$ cat config.mk
export PLATFORM = sky130hd
export DESIGN_NAME = stream_find_replace_top
export DESIGN_NICKNAME = d
export VERILOG_FILES = /design/src/hw/rtl/sfr_pkg.sv /design/src/hw/rtl/sfr_match.sv /design/src/hw/rtl/sfr_out.sv /design/src/hw/rtl/sfr_ctrl.sv /design/src/hw/rtl/stream_find_replace_top.sv
export SDC_FILE = /design/constraint.sdc
export NUM_CORES = 1
export LEC_CHECK = 0
export ABC_AREA = 1
export ABC_CLOCK_PERIOD_IN_PS = 3600
export BUFFER_PORTS_ARGS = -buffer_cell sky130_fd_sc_hd__buf_4
export CORE_ASPECT_RATIO = 1.75
export CORE_MARGIN = 2
export CORE_UTILIZATION = 45
export CTS_CLUSTER_DIAMETER = 50
export CTS_CLUSTER_SIZE = 16
export DETAILED_ROUTE_END_ITERATION = 8
export PLACE_DENSITY = 0.7
export SYNTH_ARGS = -nofsm -noshare
export SYNTH_HDL_FRONTEND = slang
export SYNTH_SLANG_ARGS = --single-unit
$ cat constraint.sdc
create_clock -name clk -period 3.6 [get_ports clk]
set_input_delay 0.9 -clock clk [delete_from_list [all_inputs] [get_ports clk]]
set_output_delay 0.9 -clock clk [all_outputs]
set_load 0.05 [all_outputs]
$ cat src/hw/rtl/sfr_pkg.sv
package sfr_pkg;

  // Defaults for the top-level parameters
  localparam int MAX_PATTERN_DEF     = 16;
  localparam int MAX_REPLACEMENT_DEF = 16;

  // Fixed field widths
  localparam int CFG_IDX_W = 3;
  localparam int CFG_DATA_W = 64;
  localparam int LEN_W = 5;

  localparam logic [7:0] NEWLINE = 8'd10;

  // Configuration register indexes
  typedef enum logic [CFG_IDX_W-1:0] {
    REG_PAT_LO,
    REG_PAT_HI,
    REG_PAT_LEN,
    REG_REP_LO,
    REG_REP_HI,
    REG_REP_LEN
  } reg_idx_t;

  // Sequencer states
  typedef enum logic [2:0] {
    ST_IDLE,
    ST_SCAN,
    ST_FLUSH,
    ST_TAIL,
    ST_REPL,
    ST_DONE
  } state_t;

  // Sequencer to output stage: one byte produced, or end of the item's run
  typedef struct packed {
    logic       push;
    logic       finish;
    logic [7:0] data;
  } emit_t;

endpackage

$ cat src/hw/rtl/sfr_match.sv
module sfr_match #(
  parameter int MAX_PATTERN = sfr_pkg::MAX_PATTERN_DEF,
  localparam int CntW = $clog2(MAX_PATTERN + 1)
) (
  input  logic [7:0]      win [MAX_PATTERN],
  input  logic [7:0]      pat [MAX_PATTERN],
  input  logic [CntW-1:0] cnt,
  output logic            hit
);
  import sfr_pkg::*;

  // Window compare: the first cnt held bytes against the pattern head
  always_comb begin
    hit = 1'b1;
    for (int j = 0; j < MAX_PATTERN; j++) begin
      if ((j < int'(cnt)) && (win[j] != pat[j])) hit = 1'b0;
    end
  end

endmodule

$ cat src/hw/rtl/sfr_out.sv
module sfr_out (
  input  logic            clk,
  input  logic            rst_n,
  input  sfr_pkg::emit_t  em,
  output logic            adv,
  output logic            out_valid,
  input  logic            out_ready,
  output logic [7:0]      out_byte,
  output logic            out_last_of_run
);
  import sfr_pkg::*;

  logic       pv_r, pv_nxt;
  logic [7:0] pb_r;
  logic       ov_r, ov_nxt;
  logic [7:0] ob_r;
  logic       ol_r;
  logic       slot_free;
  logic       move;

  // One byte is kept back so the last one of a run can be flagged
  assign slot_free = !ov_r || out_ready;
  assign adv       = !pv_r || slot_free;
  assign move      = pv_r && adv && (em.push || em.finish);

  always_comb begin
    pv_nxt = pv_r;
    if (adv && em.push) pv_nxt = 1'b1;
    else if (move) pv_nxt = 1'b0;
  end

  always_comb begin
    ov_nxt = ov_r;
    if (move) ov_nxt = 1'b1;
    else if (out_ready) ov_nxt = 1'b0;
  end

  // Control flags
  always_ff @(posedge clk) begin
    if (!rst_n) begin
      pv_r <= 1'b0;
      ov_r <= 1'b0;
    end else begin
      pv_r <= pv_nxt;
      ov_r <= ov_nxt;
    end
  end

  // Payload
  always_ff @(posedge clk) begin
    if (adv && em.push) pb_r <= em.data;
    if (move) begin
      ob_r <= pb_r;
      ol_r <= !em.push;
    end
  end

  assign out_valid       = ov_r;
  assign out_byte        = ob_r;
  assign out_last_of_run = ol_r;

endmodule

$ cat src/hw/rtl/sfr_ctrl.sv
module sfr_ctrl #(
  parameter int MAX_PATTERN     = sfr_pkg::MAX_PATTERN_DEF,
  parameter int MAX_REPLACEMENT = sfr_pkg::MAX_REPLACEMENT_DEF
) (
  input  logic                       clk,
  input  logic                       rst_n,
  input  logic                       in_valid,
  output logic                       in_ready,
  input  logic [7:0]                 in_byte,
  input  logic                       in_end_of_input,
  input  logic [7:0]                 pat [MAX_PATTERN],
  input  logic [sfr_pkg::LEN_W-1:0]  pat_len,
  input  logic [7:0]                 rep [MAX_REPLACEMENT],
  input  logic [sfr_pkg::LEN_W-1:0]  rep_len,
  input  logic                       pat_clear,
  input  logic                       adv,
  output sfr_pkg::emit_t             em
);
  import sfr_pkg::*;

  localparam int CntW  = $clog2(MAX_PATTERN + 1);
  localparam int IdxW  = $clog2(MAX_PATTERN);
  localparam int RiW   = $clog2(MAX_REPLACEMENT + 1);
  localparam int RIdxW = (MAX_REPLACEMENT > 1) ? $clog2(MAX_REPLACEMENT) : 1;

  state_t          state_r, state_nxt;
  logic [7:0]      hold_r [MAX_PATTERN];
  logic [7:0]      hold_nxt [MAX_PATTERN];
  logic [CntW-1:0] cnt_r, cnt_nxt;
  logic            tail_en_r, tail_en_nxt;
  logic [7:0]      tail_byte_r, tail_byte_nxt;
  logic [RiW-1:0]  ri_r, ri_nxt;
  logic            line_open_r, line_open_nxt;
  logic            hit;
  logic            full;
  logic            held_ge_len;
  logic            is_nl;

  sfr_match #(.MAX_PATTERN(MAX_PATTERN)) u_match (
    .win (hold_r),
    .pat (pat),
    .cnt (cnt_r),
    .hit (hit)
  );

  assign full        = (LEN_W'(cnt_r) == pat_len);
  assign held_ge_len = (LEN_W'(cnt_r) >= pat_len);
  assign is_nl       = (in_byte == NEWLINE);

  // Next state
  always_comb begin
    state_nxt = state_r;
    unique case (state_r)
      ST_IDLE: begin
        if (in_valid) begin
          if (in_end_of_input || is_nl || held_ge_len) state_nxt = ST_FLUSH;
          else state_nxt = ST_SCAN;
        end
      end
      ST_SCAN: begin
        if (hit && full) state_nxt = ST_REPL;
        else if (hit) state_nxt = ST_DONE;
      end
      ST_FLUSH: begin
        if (cnt_r == '0) state_nxt = ST_TAIL;
      end
      ST_TAIL: begin
        if (!tail_en_r || adv) state_nxt = ST_DONE;
      end
      ST_REPL: begin
        if (LEN_W'(ri_r) == rep_len) state_nxt = ST_DONE;
      end
      ST_DONE: begin
        if (adv) state_nxt = ST_IDLE;
      end
      default: state_nxt = ST_IDLE;
    endcase
  end

  // Outputs and datapath
  always_comb begin
    in_ready      = 1'b0;
    em            = '0;
    hold_nxt      = hold_r;
    cnt_nxt       = cnt_r;
    tail_en_nxt   = tail_en_r;
    tail_byte_nxt = tail_byte_r;
    ri_nxt        = ri_r;
    line_open_nxt = line_open_r;
    unique case (state_r)
      ST_IDLE: begin
        in_ready = 1'b1;
        if (in_valid) begin
          tail_byte_nxt = NEWLINE;
          if (in_end_of_input) begin
            tail_en_nxt   = line_open_r;
            line_open_nxt = 1'b0;
          end else if (is_nl) begin
            tail_en_nxt   = 1'b1;
            line_open_nxt = 1'b0;
          end else begin
            line_open_nxt = 1'b1;
            if (held_ge_len) begin
              tail_en_nxt   = 1'b1;
              tail_byte_nxt = in_byte;
            end else begin
              hold_nxt[cnt_r[IdxW-1:0]] = in_byte;
              cnt_nxt = cnt_r + 1'b1;
            end
          end
        end
      end
      ST_SCAN: begin
        if (hit && full) begin
          cnt_nxt = '0;
          ri_nxt  = '0;
        end else if (!hit && adv) begin
          // release the oldest byte, try the next start position
          em.push = 1'b1;
          em.data = hold_r[0];
          for (int j = 0; j < MAX_PATTERN - 1; j++) hold_nxt[j] = hold_r[j+1];
          cnt_nxt = cnt_r - 1'b1;
        end
      end
      ST_FLUSH: begin
        if ((cnt_r != '0) && adv) begin
          em.push = 1'b1;
          em.data = hold_r[0];
          for (int j = 0; j < MAX_PATTERN - 1; j++) hold_nxt[j] = hold_r[j+1];
          cnt_nxt = cnt_r - 1'b1;
        end
      end
      ST_TAIL: begin
        if (tail_en_r && adv) begin
          em.push = 1'b1;
          em.data = tail_byte_r;
        end
      end
      ST_REPL: begin
        if ((LEN_W'(ri_r) != rep_len) && adv) begin
          em.push = 1'b1;
          em.data = rep[ri_r[RIdxW-1:0]];
          ri_nxt  = ri_r + 1'b1;
        end
      end
      ST_DONE: begin
        em.finish = 1'b1;
      end
      default: ;
    endcase
    // pattern rewrite restarts the matcher
    if (pat_clear) cnt_nxt = '0;
  end

  // Control state
  always_ff @(posedge clk) begin
    if (!rst_n) begin
      state_r     <= ST_IDLE;
      cnt_r       <= '0;
      line_open_r <= 1'b0;
    end else begin
      state_r     <= state_nxt;
      cnt_r       <= cnt_nxt;
      line_open_r <= line_open_nxt;
    end
  end

  // Payload
  always_ff @(posedge clk) begin
    hold_r      <= hold_nxt;
    tail_en_r   <= tail_en_nxt;
    tail_byte_r <= tail_byte_nxt;
    ri_r        <= ri_nxt;
  end

endmodule

$ cat src/hw/rtl/stream_find_replace_top.sv
// Channel   Handshake             Payload
// in        in_valid/in_ready     in_byte, in_end_of_input
// out       out_valid/out_ready   out_byte, out_last_of_run
// cfg       cfg_we                cfg_index, cfg_data (write only)
//
// Steps per item. Held byte: accept, window compare with the oldest byte released at
// each failed start, close of run. Full match: accept, window compare, replacement
// bytes, close of run. Newline, end of input or pass-through byte: accept, held bytes,
// tail byte if any, close of run. One comparator; one output byte per cycle unless the
// output stalls. Reset is synchronous, active low, and clears the held bytes and open
// line. A stalled output holds the sequencer once its look-ahead byte is full.
module stream_find_replace_top #(
  parameter int MAX_PATTERN     = sfr_pkg::MAX_PATTERN_DEF,
  parameter int MAX_REPLACEMENT = sfr_pkg::MAX_REPLACEMENT_DEF
) (
  input  logic                           clk,
  input  logic                           rst_n,
  input  logic                           in_valid,
  output logic                           in_ready,
  input  logic [7:0]                     in_byte,
  input  logic                           in_end_of_input,
  output logic                           out_valid,
  input  logic                           out_ready,
  output logic [7:0]                     out_byte,
  output logic                           out_last_of_run,
  input  logic                           cfg_we,
  input  logic [sfr_pkg::CFG_IDX_W-1:0]  cfg_index,
  input  logic [sfr_pkg::CFG_DATA_W-1:0] cfg_data
);
  import sfr_pkg::*;

  localparam logic [LEN_W-1:0] MaxPat = LEN_W'(MAX_PATTERN);
  localparam logic [LEN_W-1:0] MaxRep = LEN_W'(MAX_REPLACEMENT);

  logic [7:0]       pat_r [MAX_PATTERN];
  logic [7:0]       rep_r [MAX_REPLACEMENT];
  logic [LEN_W-1:0] pat_len_r;
  logic [LEN_W-1:0] rep_len_r;
  logic [LEN_W-1:0] pat_len;
  logic [LEN_W-1:0] rep_len;
  logic             pat_clear;
  logic             adv;
  emit_t            em;

  // Configuration registers
  always_ff @(posedge clk) begin
    if (!rst_n) begin
      for (int j = 0; j < MAX_PATTERN; j++) pat_r[j] <= '0;
      for (int j = 0; j < MAX_REPLACEMENT; j++) rep_r[j] <= '0;
      pat_len_r <= '0;
      rep_len_r <= '0;
    end else if (cfg_we) begin
      for (int j = 0; j < MAX_PATTERN; j++) begin
        if ((cfg_index == REG_PAT_LO && j < 8) || (cfg_index == REG_PAT_HI && j >= 8))
          pat_r[j] <= cfg_data[(j % 8) * 8 +: 8];
      end
      for (int j = 0; j < MAX_REPLACEMENT; j++) begin
        if ((cfg_index == REG_REP_LO && j < 8) || (cfg_index == REG_REP_HI && j >= 8))
          rep_r[j] <= cfg_data[(j % 8) * 8 +: 8];
      end
      if (cfg_index == REG_PAT_LEN) pat_len_r <= cfg_data[LEN_W-1:0];
      if (cfg_index == REG_REP_LEN) rep_len_r <= cfg_data[LEN_W-1:0];
    end
  end

  assign pat_clear = cfg_we && (cfg_index == REG_PAT_LO || cfg_index == REG_PAT_HI ||
                                cfg_index == REG_PAT_LEN);

  // Lengths above the built-in limits act as the limit
  assign pat_len = (pat_len_r > MaxPat) ? MaxPat : pat_len_r;
  assign rep_len = (rep_len_r > MaxRep) ? MaxRep : rep_len_r;

  sfr_ctrl #(
    .MAX_PATTERN     (MAX_PATTERN),
    .MAX_REPLACEMENT (MAX_REPLACEMENT)
  ) u_ctrl (
    .clk             (clk),
    .rst_n           (rst_n),
    .in_valid        (in_valid),
    .in_ready        (in_ready),
    .in_byte         (in_byte),
    .in_end_of_input (in_end_of_input),
    .pat             (pat_r),
    .pat_len         (pat_len),
    .rep             (rep_r),
    .rep_len         (rep_len),
    .pat_clear       (pat_clear),
    .adv             (adv),
    .em              (em)
  );

  sfr_out u_out (
    .clk             (clk),
    .rst_n           (rst_n),
    .em              (em),
    .adv             (adv),
    .out_valid       (out_valid),
    .out_ready       (out_ready),
    .out_byte        (out_byte),
    .out_last_of_run (out_last_of_run)
  );

endmodule
==> qor.csv <==
stage,metric,value,unit
worst_setup_path,worst reg2reg path depth,11,
global_route,number of antenna violations at the first check in global routing,0,
global_route,M3 GR Usage,2.86,%
clocking,clock slew at reported path FFs,80,ps
worst_setup_path,CP max-delay cell,o41ai_1,
timing,RSZ-0062 raised after global routing,no,
timing,Hold Slack,425,ps
layout,layout cell share with drive strength beyond 1,9.42,%
worst_setup_path,startpoint class of the critical path,register,
floorplan,boundary pin count,92,
placement,routability cong.,0.984,
drt,DRT Wirelength,64000,µm
pwr,Clock power frac,23.5,%
status,status,finished clean,
worst_setup_path,"setup slack, reg-to-reg",380,ps
timing,Clock Skews,29.4,ps
worst_setup_path,critical path required time,3970,ps
drt,WL/cell,20.4,µm
clocking,total number of H-tree levels,2,
layout,Filler Cell Count,4051,
worst_setup_path,"Arr. time, crit path",3580,ps
timing,worst setup margin,383,ps
timing,pins over their slew limit,0,
pwr,Seq pwr share,44.6,%
worst_setup_path,CP dominant cell by count,nand2_1,
global_route,global-route wire length before repair,96500,µm
clocking,CTS tree,done,
worst_setup_path,CP Cell Sequence,o41ai_1 > nand2_1 > ha_1 > nand2_1 > nor2_1 > nand2_1 > o2111ai_1 > nor4_4 > buf_12 > nand2_1 > o21ai_0,
synth,"flops & latches, synth",436,
floorplan,die width,162,µm
layout,"most common cell after layout, fill and taps aside",nor2_1,
global_route,total track usage,27.9,%
clocking,PostCTS Resize Cnt,0,
clocking,post-cts hold buffer count,0,
global_route,number of global-route vias before repair,17000,
synth,Syn Inst Count,2483,
floorplan,initial core utilization,45.5,%
clocking,clock root cell,clkbuf_16,
timing,max frequency,0.311,GHz
pwr,P_int,10.4,mW
global_route,global routing usage on met2,50.2,%
synth,Post-Syn Area,19700,µm²
pwr,Comb power frac,31.9,%
clocking,clock sinks,436,
timing,worst-margin pin slew,936,ps
drt,via/cell ratio,5.58,
floorplan,chip height,281,µm
worst_setup_path,"delay-heaviest family, CP",compound AO/OA/AOI/OAI gates,
floorplan,FP Rows,101,
timing,final worst path period need,3220,ps
worst_setup_path,CP max FO,26,
clocking,Clock Tree Buf Depth,3,
pwr,maximum VDD drop,370,µV
timing,Tcrit/Tclk final,89.4,%
floorplan,Core Area,43300,µm²
pwr,Power Dens Cells,748,nW/µm²
synth,library cells used by synthesis,43,
layout,synth-to-layout area growth,13.2,%
pwr,Pleak,8.93,nW
worst_setup_path,crit-path max cell delay,580,ps
timing,Hold Fails Final Rpt,0,
worst_setup_path,Levels on crit path,11,
layout,diode count,0,
hold_path,HP Class,register to register,
placement,Port Buf Inserts,91,
timing,# setup viols final,0,
pwr,Sw Ratio,37.4,%
layout,"commonest cells after routing, fill and taps aside","533 x nor2_1, 403 x nand2_1, 396 x o21ai_0",
clocking,post-CTS setup buffers,0,
drt,DRC,0,
worst_setup_path,R2R Path End,u_ctrl.hold_r[111],
clocking,Worst-Skew Late Latency,550,ps
drt,1st-pass router iterations,5,
drt,DR vias,17500,
global_route,"Remaining Overflow, GRT",0,
synth,Post-Syn Nets,2575,
flow_run,max cap viols,0,
synth,syn avg cell area,7.94,µm²
global_route,GR peak layer,met2,
timing,worst rel slew slack,37.5,%
synth,register area share after synthesis,52.4,%
worst_setup_path,Crit Path Category,register to register,
worst_setup_path,Setup crit end kind,register,
drt,Routed Antenna Nets,0,
synth,Synth Warn #,0,
worst_setup_path,Worst R2R Start,pat_len_r[0],
global_route,largest net degree at the start of global routing,178,
clocking,CTS Buf Count,36,
placement,final HPWL from detailed placement,45400,µm
worst_setup_path,Worst setup startpoint,pat_len_r[0],
floorplan,die area,45600,µm²
worst_setup_path,Critical path destination,u_ctrl.hold_r[111],
pwr,Sw Pwr,6.24,mW
layout,Final nets,2635,
worst_setup_path,Buffers & Inverters on Critical Path,1,
placement,DP Worst Slack,382,ps
timing,Setup TNS,0,ps
global_route,met1 Use GR,30.2,%
drt,Initial DRC Count,1767,
## area by class of cell
type                    instances  area [µm²]  share of cell area (%)
repair buffers                151        1240                    5.55
clock inverters                13         124                   0.555
flip-flops and latches        436       10300                    46.3
inverters                     178         671                    3.01
clock buffers                  50        1000                    4.48
well taps                     566         708                    3.17
multi-input cells            1740        8250                    37.0
## routing by layer
metal  up-vias  routed length [µm]
met5         -                   0
met4         0                4970
met3       210                3340
met2       707               32700
met1      8312               23000
li1       8251                   -
## kinds of logic (layout without fill, tap and decap cells)
kind of cell	count (synthesis)	count (layout)	synth area share, %
AND/OR/NAND/NOR	1031	1031	20.6
buffers and inverters	307	392	5.97
AO/OA/AOI/OAI	594	594	15.8
XOR/XNOR	104	104	4.62
adder cells (fa/ha/maj)	11	11	0.698
flip-flops	436	436	52.4
## how the worst min path moves through the flow
stage	endpoint	cells past startpoint	slack, ps	from
after floorplan	u_out.out_byte[0]	0	400	u_out.pb_r[0]
after detailed placement	u_out.out_byte[6]	0	410	u_out.pb_r[6]
after global placement	u_out.out_byte[6]	0	400	u_out.pb_r[6]
after CTS	u_out.out_byte[6]	0	430	u_out.pb_r[6]
after global routing	u_out.out_byte[7]	0	430	u_out.pb_r[7]
final	u_out.out_byte[7]	0	430	u_out.pb_r[7]
## metrics by stage
step | std cells | total power [mW] | area (µm²) | util, %
4_1_cts | 3134 | 16.6 | 22300 | 51.5
3_3_place_gp | 3071 | 12.6 | 21200 | 48.9
3_5_place_dp | 3071 | 12.8 | 21200 | 48.9
2_1_floorplan | 2483 | 10.7 | 19700 | -
5_1_grt | 3134 | 17.5 | 22300 | 51.5
6_report | 3134 | 16.7 | 22300 | 51.5
## flip-flops by register name, summed over array words and instances, names as in the netlist
register,count
pat_len_r,5
pat_r,128
rep_len_r,5
rep_r,128
u_ctrl.cnt_r,5
u_ctrl.hold_r,128
u_ctrl.line_open_r,1
u_ctrl.ri_r,5
u_ctrl.state_r,3
u_ctrl.tail_byte_r,8
u_ctrl.tail_en_r,1
u_out.out_byte,8
u_out.out_last_of_run,1
u_out.out_valid,1
u_out.pb_r,8
u_out.pv_r,1
## Yosys cell counts (all sizes together)
cell / count / area, µm²
a2111oi: 1 / 8.76
a21oi: 131 / 659
a221oi: 9 / 78.8
a22o: 6 / 52.6
a22oi: 6 / 45.0
and2: 2 / 12.5
buf: 17 / 86.3
clkbuf: 112 / 420
clkinv: 5 / 18.8
dfxtp: 277 / 5550
edfxtp: 159 / 4770
ha: 11 / 138
inv: 173 / 652
nand2: 408 / 1550
nand3: 49 / 245
nand4: 13 / 81.3
nor2: 542 / 2050
nor3: 6 / 40.0
nor4: 3 / 25.0
o2111ai: 2 / 17.5
o211ai: 6 / 45.0
o21ai: 408 / 2050
o22ai: 24 / 150
o41ai: 1 / 8.76
or2: 8 / 52.6
xnor2: 100 / 876
xor2: 4 / 35.0
## power groups by stage
stage / clock network (mW) / logic, mW / registers, mW
final: 3.92 / 5.32 / 7.44
after global routing: 4.11 / 5.85 / 7.50
after CTS: 3.96 / 5.27 / 7.41
after detailed placement: 0 / 5.24 / 7.51
after global placement: 0 / 5.10 / 7.49
after floorplan: 0 / 3.51 / 7.18
## worst reg2reg max path: stages, from the launching register on
cell and delay, ps:
dfxtp_1 320, o41ai_1 580, nand2_1 120, ha_1 300, nand2_1 80, nor2_1 60
nand2_1 70, o2111ai_1 310, nor4_4 540, buf_12 250, nand2_1 180, o21ai_0 250
Note: power is estimated with default switching activity, not from simulation.
